## config.mk

```make
export PLATFORM = sky130hd
export DESIGN_NAME = bresenham_line_rasterizer
export DESIGN_NICKNAME = d
export VERILOG_FILES = /design/src/hw/rtl/brl_pkg.sv /design/src/hw/rtl/brl_cmd_fifo.sv /design/src/hw/rtl/brl_front.sv /design/src/hw/rtl/brl_stepper.sv /design/src/hw/rtl/brl_addr.sv /design/src/hw/rtl/bresenham_line_rasterizer.sv
export SDC_FILE = /design/constraint.sdc
export NUM_CORES = 2
export LEC_CHECK = 0
export BUFFER_PORTS_ARGS = -buffer_cell sky130_fd_sc_hd__buf_2
export CORE_AREA = 3 3 265 267
export CTS_BUF_LIST = sky130_fd_sc_hd__clkbuf_8
export DETAILED_ROUTE_END_ITERATION = 12
export DIE_AREA = 0 0 268 270
export GPL_TIMING_DRIVEN = 0
export PLACE_DENSITY = 0.82
export RECOVER_POWER = 25
export SYNTH_ARGS = -nofsm -noshare
export SYNTH_HDL_FRONTEND = slang
export SYNTH_HIERARCHICAL = 1
export SYNTH_SLANG_ARGS = --single-unit
```

## constraint.sdc

```tcl
create_clock -name clk -period 5.95 [get_ports clk]
set_input_delay 0.595 -clock clk [delete_from_list [all_inputs] [get_ports clk]]
set_output_delay 0.595 -clock clk [all_outputs]
set_load 0.01 [all_outputs]
```

## src/hw/rtl/brl_pkg.sv

```systemverilog
// Shared types and constants for the line rasterizer.
// No dependencies; imported by brl_front, brl_stepper, brl_addr and the top level.
package brl_pkg;

  // Input item kinds, carried in s_tuser
  localparam logic OP_START = 1'b0;
  localparam logic OP_TICK  = 1'b1;

  // Configuration register indexes
  localparam int REG_IDX_W = 2;
  localparam logic [REG_IDX_W-1:0] REG_IMAGE_WIDTH  = 2'd0;
  localparam logic [REG_IDX_W-1:0] REG_IMAGE_HEIGHT = 2'd1;
  localparam logic [REG_IDX_W-1:0] REG_ROW_STRIDE   = 2'd2;
  localparam logic [REG_IDX_W-1:0] REG_BYTES_PIXEL  = 2'd3;

  // Field widths that do not follow the coordinate size
  localparam int DIM_W    = 12;
  localparam int STRIDE_W = 14;
  localparam int BPP_W    = 3;
  localparam int CFG_W    = 14;
  localparam int COLOR_W  = 32;
  localparam int OFF_W    = 24;
  localparam int PROD_W   = 32;
  localparam int BYTE_BITS = 8;

  // Command queue between front and back
  localparam int CMD_DEPTH = 4;

  // Register reset values
  localparam logic [DIM_W-1:0]    RST_IMAGE_WIDTH  = 12'd1024;
  localparam logic [DIM_W-1:0]    RST_IMAGE_HEIGHT = 12'd768;
  localparam logic [STRIDE_W-1:0] RST_ROW_STRIDE   = 14'd4096;
  localparam logic [BPP_W-1:0]    RST_BYTES_PIXEL  = 3'd4;

  typedef struct packed {
    logic [DIM_W-1:0]    image_width;
    logic [DIM_W-1:0]    image_height;
    logic [STRIDE_W-1:0] row_stride_bytes;
    logic [BPP_W-1:0]    bytes_per_pixel;
  } cfg_t;

endpackage

```

## src/hw/rtl/brl_cmd_fifo.sv

```systemverilog
// Small register queue carrying decoded commands from front to back.
// Depends on nothing; depth must be a power of two.
module brl_cmd_fifo #(
  parameter int W     = 109,
  parameter int DEPTH = 4
) (
  input  logic         clk,
  input  logic         rst,
  input  logic         push,
  input  logic [W-1:0] push_data,
  output logic         full,
  input  logic         pop,
  output logic         pop_valid,
  output logic [W-1:0] pop_data
);

  localparam int AW = $clog2(DEPTH);

  logic [W-1:0]  mem [DEPTH];
  logic [AW-1:0] wr_ptr;
  logic [AW-1:0] rd_ptr;
  logic [AW:0]   count;

  assign full      = (count == (AW+1)'(DEPTH));
  assign pop_valid = (count != '0);
  assign pop_data  = mem[rd_ptr];

  // Store pushed entries
  always_ff @(posedge clk) begin
    if (push) begin
      mem[wr_ptr] <= push_data;
    end
  end

  // Advance pointers and occupancy
  always_ff @(posedge clk) begin
    if (rst) begin
      wr_ptr <= '0;
      rd_ptr <= '0;
      count  <= '0;
    end else begin
      if (push) begin
        wr_ptr <= wr_ptr + AW'(1);
      end
      if (pop) begin
        rd_ptr <= rd_ptr + AW'(1);
      end
      if (push && !pop) begin
        count <= count + (AW+1)'(1);
      end else if (pop && !push) begin
        count <= count - (AW+1)'(1);
      end
    end
  end

endmodule

```

## src/hw/rtl/brl_front.sv

```systemverilog
// Front end: accepts input transfers, decodes start commands into line setup.
// Depends on brl_pkg; feeds brl_cmd_fifo.
module brl_front #(
  parameter int COORD_BITS = 12,
  parameter int IN_W       = 80,
  parameter int CMD_W      = 109
) (
  input  logic             s_tvalid,
  output logic             s_tready,
  input  logic [IN_W-1:0]  s_tdata,
  input  logic             s_tuser,
  input  logic             fifo_full,
  output logic             push,
  output logic [CMD_W-1:0] push_data
);
  import brl_pkg::*;

  localparam int P = COORD_BITS;

  logic [P-1:0]       x0, y0, x1, y1;
  logic [COLOR_W-1:0] color;
  logic [P:0]         dx_s, dy_s;
  logic [P:0]         abs_dx, neg_abs_dy;
  logic               dir_x_neg, dir_y_neg;

  // Unpack the payload
  assign x0    = s_tdata[P-1:0];
  assign y0    = s_tdata[2*P-1:P];
  assign x1    = s_tdata[3*P-1:2*P];
  assign y1    = s_tdata[4*P-1:3*P];
  assign color = s_tdata[4*P+COLOR_W-1:4*P];

  // Signed differences and step directions
  assign dx_s = {x1[P-1], x1} - {x0[P-1], x0};
  assign dy_s = {y1[P-1], y1} - {y0[P-1], y0};
  assign abs_dx     = dx_s[P] ? ((P+1)'(0) - dx_s) : dx_s;
  assign neg_abs_dy = dy_s[P] ? dy_s : ((P+1)'(0) - dy_s);
  assign dir_x_neg  = dx_s[P] || (dx_s == '0);
  assign dir_y_neg  = dy_s[P] || (dy_s == '0);

  // Accept while the queue has room
  assign s_tready  = !fifo_full;
  assign push      = s_tvalid && s_tready;
  assign push_data = {color, neg_abs_dy, abs_dx, dir_y_neg, dir_x_neg,
                      y1, x1, y0, x0, s_tuser};

endmodule

```

## src/hw/rtl/brl_stepper.sv

```systemverilog
// Back end: Bresenham error stepper, one point per tick command while a line is in progress.
// Depends on brl_pkg; pops brl_cmd_fifo and feeds brl_addr.
module brl_stepper #(
  parameter int COORD_BITS = 12,
  parameter int CMD_W      = 109
) (
  input  logic               clk,
  input  logic               rst,
  input  logic               cmd_valid,
  input  logic [CMD_W-1:0]   cmd_data,
  output logic               cmd_pop,
  output logic               pix_valid,
  input  logic               pix_ready,
  output logic [COORD_BITS-1:0] pix_x,
  output logic [COORD_BITS-1:0] pix_y,
  output logic [brl_pkg::COLOR_W-1:0] pix_color,
  output logic               pix_last
);
  import brl_pkg::*;

  localparam int P     = COORD_BITS;
  localparam int ERR_W = P + 3;

  // Decoded command fields
  logic               c_kind;
  logic [P-1:0]       c_x0, c_y0, c_x1, c_y1;
  logic               c_dirx, c_diry;
  logic [P:0]         c_dx, c_ndy;
  logic [COLOR_W-1:0] c_color;

  assign {c_color, c_ndy, c_dx, c_diry, c_dirx, c_y1, c_x1, c_y0, c_x0, c_kind} = cmd_data;

  // Line state
  logic               busy;
  logic [P-1:0]       cur_x, cur_y, tgt_x, tgt_y;
  logic               dir_x_neg, dir_y_neg;
  logic [P:0]         delta_x, neg_delta_y;
  logic [ERR_W-1:0]   error_term;
  logic [COLOR_W-1:0] held_color;

  logic             slot_free, emit, fin;
  logic [ERR_W:0]   twice, dx_w, ndy_w;
  logic             step_x, step_y;
  logic [ERR_W-1:0] error_next;
  logic [P-1:0]     cur_x_next, cur_y_next;

  assign slot_free = !pix_valid || pix_ready;
  assign cmd_pop   = cmd_valid && ((c_kind == OP_START) || !busy || slot_free);
  assign emit      = cmd_pop && (c_kind == OP_TICK) && busy;
  assign fin       = (cur_x == tgt_x) && (cur_y == tgt_y);

  // Error test and coordinate step
  assign twice  = {error_term, 1'b0};
  assign dx_w   = {{3{delta_x[P]}}, delta_x};
  assign ndy_w  = {{3{neg_delta_y[P]}}, neg_delta_y};
  assign step_x = $signed(twice) >= $signed(ndy_w);
  assign step_y = $signed(twice) <= $signed(dx_w);
  assign error_next = error_term + (step_x ? ndy_w[ERR_W-1:0] : '0)
                                 + (step_y ? dx_w[ERR_W-1:0] : '0);
  assign cur_x_next = step_x ? (cur_x + (dir_x_neg ? {P{1'b1}} : P'(1))) : cur_x;
  assign cur_y_next = step_y ? (cur_y + (dir_y_neg ? {P{1'b1}} : P'(1))) : cur_y;

  // Load a new line or advance the current one
  always_ff @(posedge clk) begin
    if (rst) begin
      busy        <= 1'b0;
      cur_x       <= '0;
      cur_y       <= '0;
      tgt_x       <= '0;
      tgt_y       <= '0;
      dir_x_neg   <= 1'b0;
      dir_y_neg   <= 1'b0;
      delta_x     <= '0;
      neg_delta_y <= '0;
      error_term  <= '0;
      held_color  <= '0;
    end else if (cmd_pop && (c_kind == OP_START)) begin
      busy        <= 1'b1;
      cur_x       <= c_x0;
      cur_y       <= c_y0;
      tgt_x       <= c_x1;
      tgt_y       <= c_y1;
      dir_x_neg   <= c_dirx;
      dir_y_neg   <= c_diry;
      delta_x     <= c_dx;
      neg_delta_y <= c_ndy;
      error_term  <= {{2{c_dx[P]}}, c_dx} + {{2{c_ndy[P]}}, c_ndy};
      held_color  <= c_color;
    end else if (emit) begin
      if (fin) begin
        busy <= 1'b0;
      end else begin
        error_term <= error_next;
        cur_x      <= cur_x_next;
        cur_y      <= cur_y_next;
      end
    end
  end

  // Hold the emitted point until the next stage takes it
  always_ff @(posedge clk) begin
    if (rst) begin
      pix_valid <= 1'b0;
    end else if (emit) begin
      pix_valid <= 1'b1;
    end else if (pix_ready) begin
      pix_valid <= 1'b0;
    end
  end

  always_ff @(posedge clk) begin
    if (emit) begin
      pix_x     <= cur_x;
      pix_y     <= cur_y;
      pix_color <= held_color;
      pix_last  <= fin;
    end
  end

endmodule

```

## src/hw/rtl/brl_addr.sv

```systemverilog
// Back end output path: bounds test, byte offset products and output register.
// Depends on brl_pkg; takes points from brl_stepper.
module brl_addr #(
  parameter int COORD_BITS = 12
) (
  input  logic                        clk,
  input  logic                        rst,
  input  brl_pkg::cfg_t               cfg,
  input  logic                        in_valid,
  output logic                        in_ready,
  input  logic [COORD_BITS-1:0]       in_x,
  input  logic [COORD_BITS-1:0]       in_y,
  input  logic [brl_pkg::COLOR_W-1:0] in_color,
  input  logic                        in_last,
  output logic                        out_valid,
  input  logic                        out_ready,
  output logic [COORD_BITS-1:0]       out_x,
  output logic [COORD_BITS-1:0]       out_y,
  output logic [brl_pkg::COLOR_W-1:0] out_color,
  output logic [brl_pkg::OFF_W-1:0]   out_offset,
  output logic                        out_visible,
  output logic                        out_last
);
  import brl_pkg::*;

  localparam int P  = COORD_BITS;
  localparam int CW = (P > DIM_W) ? P : DIM_W;

  logic              vis;
  logic [PROD_W-1:0] prod_y, prod_x;

  logic               a_valid, a_vis, a_last;
  logic [P-1:0]       a_x, a_y;
  logic [COLOR_W-1:0] a_color;
  logic [OFF_W-1:0]   a_prod_y, a_prod_x;
  logic               a_ready, b_ready;

  // Point lies inside the image
  assign vis = !in_x[P-1] && !in_y[P-1] &&
               (CW'(in_x) < CW'(cfg.image_width)) &&
               (CW'(in_y) < CW'(cfg.image_height));

  assign prod_y = PROD_W'(cfg.row_stride_bytes) * PROD_W'(in_y);
  assign prod_x = PROD_W'(cfg.bytes_per_pixel) * PROD_W'(in_x);

  assign b_ready  = !out_valid || out_ready;
  assign a_ready  = !a_valid || b_ready;
  assign in_ready = a_ready;

  // Stage A: bounds and partial products
  always_ff @(posedge clk) begin
    if (rst) begin
      a_valid <= 1'b0;
    end else if (a_ready) begin
      a_valid <= in_valid;
    end
  end

  always_ff @(posedge clk) begin
    if (a_ready && in_valid) begin
      a_x      <= in_x;
      a_y      <= in_y;
      a_color  <= in_color;
      a_last   <= in_last;
      a_vis    <= vis;
      a_prod_y <= prod_y[OFF_W-1:0];
      a_prod_x <= prod_x[OFF_W-1:0];
    end
  end

  // Stage B: sum the offset, zero it off screen
  always_ff @(posedge clk) begin
    if (rst) begin
      out_valid <= 1'b0;
    end else if (b_ready) begin
      out_valid <= a_valid;
    end
  end

  always_ff @(posedge clk) begin
    if (b_ready && a_valid) begin
      out_x       <= a_x;
      out_y       <= a_y;
      out_color   <= a_color;
      out_last    <= a_last;
      out_visible <= a_vis;
      out_offset  <= a_vis ? (a_prod_y + a_prod_x) : '0;
    end
  end

endmodule

```

## src/hw/rtl/bresenham_line_rasterizer.sv

```systemverilog
// Bresenham line rasterizer, top level: ports, configuration registers, assembly.
// Depends on brl_pkg, brl_front, brl_cmd_fifo, brl_stepper and brl_addr.
//
// A start item (s_tuser = 0) loads both endpoints and the color and produces
// nothing; each tick item (s_tuser = 1) produces one pixel while a line is in
// progress and nothing when idle. Unless the output stalls, the block accepts
// one item per clock and delivers one pixel per clock: the stepper's error
// update and coordinate step are combinational. A pixel passes through the
// command queue, stepper output register, product stage and offset sum before
// it reaches the output. A four-entry command queue lets input keep flowing
// while the output stalls, until it fills. The last pixel of a line carries
// tlast; tuser marks pixels inside the image, and the byte offset is zero for
// those outside. Configuration writes are meant for idle periods only.
module bresenham_line_rasterizer #(
  parameter int COORD_BITS = 12
) (
  input  logic clk,
  input  logic rst,
  // Input stream
  input  logic s_tvalid,
  output logic s_tready,
  // s_tdata, low bit up: start_x, start_y, end_x, end_y, line_color, zero fill
  input  logic [((4*COORD_BITS+brl_pkg::COLOR_W+brl_pkg::BYTE_BITS-1)
                 /brl_pkg::BYTE_BITS)*brl_pkg::BYTE_BITS-1:0] s_tdata,
  // s_tuser: opcode
  input  logic s_tuser,
  // Output stream
  output logic m_tvalid,
  input  logic m_tready,
  // m_tdata, low bit up: pixel_x, pixel_y, pixel_color, byte_offset, zero fill
  output logic [((2*COORD_BITS+brl_pkg::COLOR_W+brl_pkg::OFF_W+brl_pkg::BYTE_BITS-1)
                 /brl_pkg::BYTE_BITS)*brl_pkg::BYTE_BITS-1:0] m_tdata,
  // m_tuser: visible
  output logic m_tuser,
  output logic m_tlast,
  // Configuration write port
  input  logic                            cfg_wr_en,
  input  logic [brl_pkg::REG_IDX_W-1:0]   cfg_index,
  input  logic [brl_pkg::CFG_W-1:0]       cfg_data
);
  import brl_pkg::*;

  localparam int P      = COORD_BITS;
  localparam int IN_W   = ((4*P + COLOR_W + BYTE_BITS - 1) / BYTE_BITS) * BYTE_BITS;
  localparam int OUT_W  = ((2*P + COLOR_W + OFF_W + BYTE_BITS - 1) / BYTE_BITS) * BYTE_BITS;
  localparam int CMD_W  = 6*P + 37;

  cfg_t cfg;

  // Configuration registers
  always_ff @(posedge clk) begin
    if (rst) begin
      cfg.image_width      <= RST_IMAGE_WIDTH;
      cfg.image_height     <= RST_IMAGE_HEIGHT;
      cfg.row_stride_bytes <= RST_ROW_STRIDE;
      cfg.bytes_per_pixel  <= RST_BYTES_PIXEL;
    end else if (cfg_wr_en) begin
      case (cfg_index)
        REG_IMAGE_WIDTH:  cfg.image_width      <= cfg_data[DIM_W-1:0];
        REG_IMAGE_HEIGHT: cfg.image_height     <= cfg_data[DIM_W-1:0];
        REG_ROW_STRIDE:   cfg.row_stride_bytes <= cfg_data[STRIDE_W-1:0];
        REG_BYTES_PIXEL:  cfg.bytes_per_pixel  <= cfg_data[BPP_W-1:0];
        default: ;
      endcase
    end
  end

  logic             push, fifo_full, pop, cmd_valid;
  logic [CMD_W-1:0] push_data, cmd_data;

  logic               pix_valid, pix_ready, pix_last;
  logic [P-1:0]       pix_x, pix_y;
  logic [COLOR_W-1:0] pix_color;

  logic [P-1:0]       out_x, out_y;
  logic [COLOR_W-1:0] out_color;
  logic [OFF_W-1:0]   out_offset;

  brl_front #(
    .COORD_BITS(P),
    .IN_W      (IN_W),
    .CMD_W     (CMD_W)
  ) u_front (
    .s_tvalid (s_tvalid),
    .s_tready (s_tready),
    .s_tdata  (s_tdata),
    .s_tuser  (s_tuser),
    .fifo_full(fifo_full),
    .push     (push),
    .push_data(push_data)
  );

  brl_cmd_fifo #(
    .W    (CMD_W),
    .DEPTH(CMD_DEPTH)
  ) u_fifo (
    .clk      (clk),
    .rst      (rst),
    .push     (push),
    .push_data(push_data),
    .full     (fifo_full),
    .pop      (pop),
    .pop_valid(cmd_valid),
    .pop_data (cmd_data)
  );

  brl_stepper #(
    .COORD_BITS(P),
    .CMD_W     (CMD_W)
  ) u_stepper (
    .clk      (clk),
    .rst      (rst),
    .cmd_valid(cmd_valid),
    .cmd_data (cmd_data),
    .cmd_pop  (pop),
    .pix_valid(pix_valid),
    .pix_ready(pix_ready),
    .pix_x    (pix_x),
    .pix_y    (pix_y),
    .pix_color(pix_color),
    .pix_last (pix_last)
  );

  brl_addr #(
    .COORD_BITS(P)
  ) u_addr (
    .clk        (clk),
    .rst        (rst),
    .cfg        (cfg),
    .in_valid   (pix_valid),
    .in_ready   (pix_ready),
    .in_x       (pix_x),
    .in_y       (pix_y),
    .in_color   (pix_color),
    .in_last    (pix_last),
    .out_valid  (m_tvalid),
    .out_ready  (m_tready),
    .out_x      (out_x),
    .out_y      (out_y),
    .out_color  (out_color),
    .out_offset (out_offset),
    .out_visible(m_tuser),
    .out_last   (m_tlast)
  );

  assign m_tdata = OUT_W'({out_offset, out_color, out_y, out_x});

  // Nothing is offered on the output right after reset
  a_no_out_after_reset: assert property (@(posedge clk)
    $past(rst) |-> !m_tvalid)
    else $error("output valid right after reset");

  // A visible pixel has non-negative coordinates
  a_visible_nonneg: assert property (@(posedge clk) disable iff (rst)
    (m_tvalid && m_tuser) |-> (!out_x[P-1] && !out_y[P-1]))
    else $error("visible pixel with negative coordinate");

  // An off-screen pixel carries a zero byte offset
  a_hidden_zero_offset: assert property (@(posedge clk) disable iff (rst)
    (m_tvalid && !m_tuser) |-> (out_offset == '0))
    else $error("hidden pixel with nonzero offset");

endmodule
```

==> metrics.yaml <==
cts:
  clk_latency_ns: 0.81
  cts_sinks: 849
  cts_tree: "yes"
  root_buffer: "clkbuf_8"
  cts_inserted_buffers: 137
  path_clk_slew_ns: 0.07
  htreeDepth: 4
  cts_max_path_buffers: 3
layout:
  nFillCells: 4469
  drive_above_1_share_pct: 14.2
  fin_area_sq_mm: 0.0487
  area_delta_synth_final_pct: 12.0
  layout.nets: 4230
synth:
  yosys.area.top_type: "edfxtp_1"
  synth_top_area_share_pct: 46.5
  synth_edf_count: 672
  synthTopCellsByCount: "edfxtp_1 (672), nand2_1 (404), inv_1 (336), ha_1 (214), dfxtp_1 (177)"
  synth-seq-cells: 849
  syn_avg_cell_area_sq_um: 12.7
  synthFlopType: "edfxtp_1"
  synth_seq_area_share_pct: 54.6
  synth_most_common_cell: "edfxtp_1"
  postSynthCellCount: 3407
  syn_area_sq_mm: 0.0434
  syn_nets: 3875
  ys.warnings.count: 6
  synthArstFlopShare_pct: 0
  ys_top_cells_by_area: "edfxtp_1 (46%), dfxtp_1 (8.2%), fa_1 (7.0%)"
  yosysUniqueCellTypes: 90
drt:
  vias: 27800
  first_pass_iters: 6
  drc: 0
  ant_nets: 0
  drt_iter0_markers: 2410
  drt_wl_total_mm: 99.4
  wl_per_cell_microns: 20.9
  viasPerCell: 5.84
sta:
  maxSlewHeadroom_pct: 41.3
  worst_pin_slew_ns: 0.881
  min_period_over_period_pct: 96.6
  skew_ns: 0.0337
  setup-tns-final_ns: 0
  finalSetupViolations: 0
  min_period_ns: 5.75
  slew_viol_final: 0
  whs_ns: 0.0679
  finalWorstSetupSlack_ns: 0.205
  hold_viol_final: 0
  max_freq_mhz: 174
critical_path:
  cp-end-kind: "register"
  start_kind: "register"
  ff2ff_setup_slack_ns: 0.20
  r2r-end: "u_addr/a_prod_y[23]"
  required_ns: 6.47
  worstReg2RegStart: "u_stepper/pix_y[11]"
  arrival_ns: 6.27
  reg2reg_depth: 18
  crit_type: "reg -> reg"
  crit_start: "u_stepper/pix_y[11]"
  cp-endpoint: "u_addr/a_prod_y[23]"
  crit_fanout: 10
status:
  status: "completed"
global_routing:
  grt_pass1_vias: 27900
  grt_pass1_wl_mm: 153
  antenna_found_initial: 7
  gr-usage-all-layers_pct: 27.7
  grt_max_degree: 67
  grt-ovfl-total: 0
floorplan:
  ios: 186
  fp.dieH_microns: 270
  die_w_microns: 268
  rows: 96
  coreArea_sq_mm: 0.0683
  dieArea_sq_mm: 0.0724
  initial_core_util_pct: 63.5
power_and_ir_drop:
  p_leak_nw: 18.9
  ir_drop_uv: 277
  power_mw: 19.4
  p_per_area_mw_per_mm2: 399
worst_hold_path:
  hp-class: "in -> reg"
  hold_start: "cfg_data[13]"
job:
  maxCapViolCount: 0
placed_design:
  dp_slack_ns: -0.176
  dp_hpwl_mm: 71.1
  placed_cell_area_sq_mm: 0.0456
  gp_congestion: 0.920
  numPortBuffers: 152
[cell type report]
cell class / count / area, sq um / share of cell area, %
sequential: 849 / 23700 / 48.8
multi-input combinational: 2017 / 17300 / 35.6
clock buffer: 155 / 2130 / 4.38
timing repair buffer: 216 / 1470 / 3.01
inverter: 336 / 1260 / 2.59
tap: 882 / 1100 / 2.27
buffer: 205 / 932 / 1.92
clock inverter: 96 / 687 / 1.41
antenna: 6 / 15.0 / 0.0309
[per-layer routing]
metal	up-vias	track usage, %	share of wire, %
li1	12800	-	-
met1	13600	35.3	39
met2	1165	46.8	50
met3	238	4.95	7.1
met4	6	11.7	3.9
met5	-	0	0.042
[flip-flops by register name, indices dropped and copies added, names as in the netlist, 13 cells and up, named ones only]
register	cells
cfg	41
u_addr/a_color	32
u_addr/a_prod_x	15
u_addr/a_prod_y	24
u_addr/out_color	32
u_addr/out_offset	24
u_fifo/mem	436
u_stepper/delta_x	13
u_stepper/error_term	15
u_stepper/held_color	32
u_stepper/neg_delta_y	13
u_stepper/pix_color	32
[per-stage QoR]
stage	instances	utilization (%)
after floorplan	3407	-
after global placement	4441	66.3
after detailed placement	4452	66.7
after CTS	4737	71.4
after global routing	4761	71.2
final	4762	71.2
[critical path: stages, from the launching register on]
cell,delay (ns)
edfxtp_1,0.56
buf_6,0.20
nand2_1,0.09
fa_1,0.51
fa_1,0.56
inv_1,0.06
fa_1,0.52
fa_1,0.55
inv_1,0.05
fa_1,0.53
inv_1,0.04
ha_1,0.36
and3_1,0.23
and3_1,0.22
a21oi_4,0.22
a211oi_2,0.13
or2_1,0.26
a221oi_2,0.26
xnor2_1,0.11
[worst min path at each step]
| stage | cells after the start | slack, ns | endpoint |
|---|---|---|---|
| finish | 3 | 0.07 | cfg[16] |
| global route | 3 | 0.04 | cfg[16] |
| CTS | 3 | 0.01 | cfg[16] |
| detailed placement | 0 | 0.40 | u_addr/a_color[12] |
| global placement | 0 | 0.40 | u_addr/a_color[5] |
| floorplan | 0 | 0.40 | u_addr/a_color[0] |
[where the power goes]
part / total, mW / switching [mW] / leakage [nW] / internal (mW)
Combinational: 6.47 / 3.91 / 9.72 / 2.56
Clock: 5.08 / 2.34 / 1.59 / 2.74
Sequential: 7.87 / 0.498 / 7.60 / 7.37
Total: 19.4 / 6.75 / 18.9 / 12.7
[what timing repair did]
item	4_1_cts	5_1_grt
resized for setup	9	42
endpoints found under the setup margin	4	4
hold endpoints to repair	132	0
hold buffers	33	0
pin swaps	0	2
buffers inserted	1	19
[layout by cell type, fill, tap and decap left out, drive strengths merged, types with 19 or more instances in the layout]
cell,n
clkbuf,357
nor3,27
xnor2,87
inv,384
a211oi,33
nand2,404
buf,186
xor2,54
mux4,109
nand2b,66
o21a,28
a21oi,171
o21ai,76
nand3,29
ha,214
a31oi,19
clkinv,36
and2,81
dfxtp,177
nor2b,25
dlygate4sd3,33
fa,152
edfxtp,672
mux2i,50
and3,22
nor2,115
a21o,37
[kinds of logic after synthesis]
group                      share of synthesized area (%)
muxes                                               6.86
AOI/OAI and AO/OA                                   7.44
and+or+nand+nor                                     9.52
buffers and inverters                               5.55
adders and majority gates                           13.2
xor gates and xnor gates                            2.84
DFF                                                 54.6
Power figures use the tool's default switching activity.
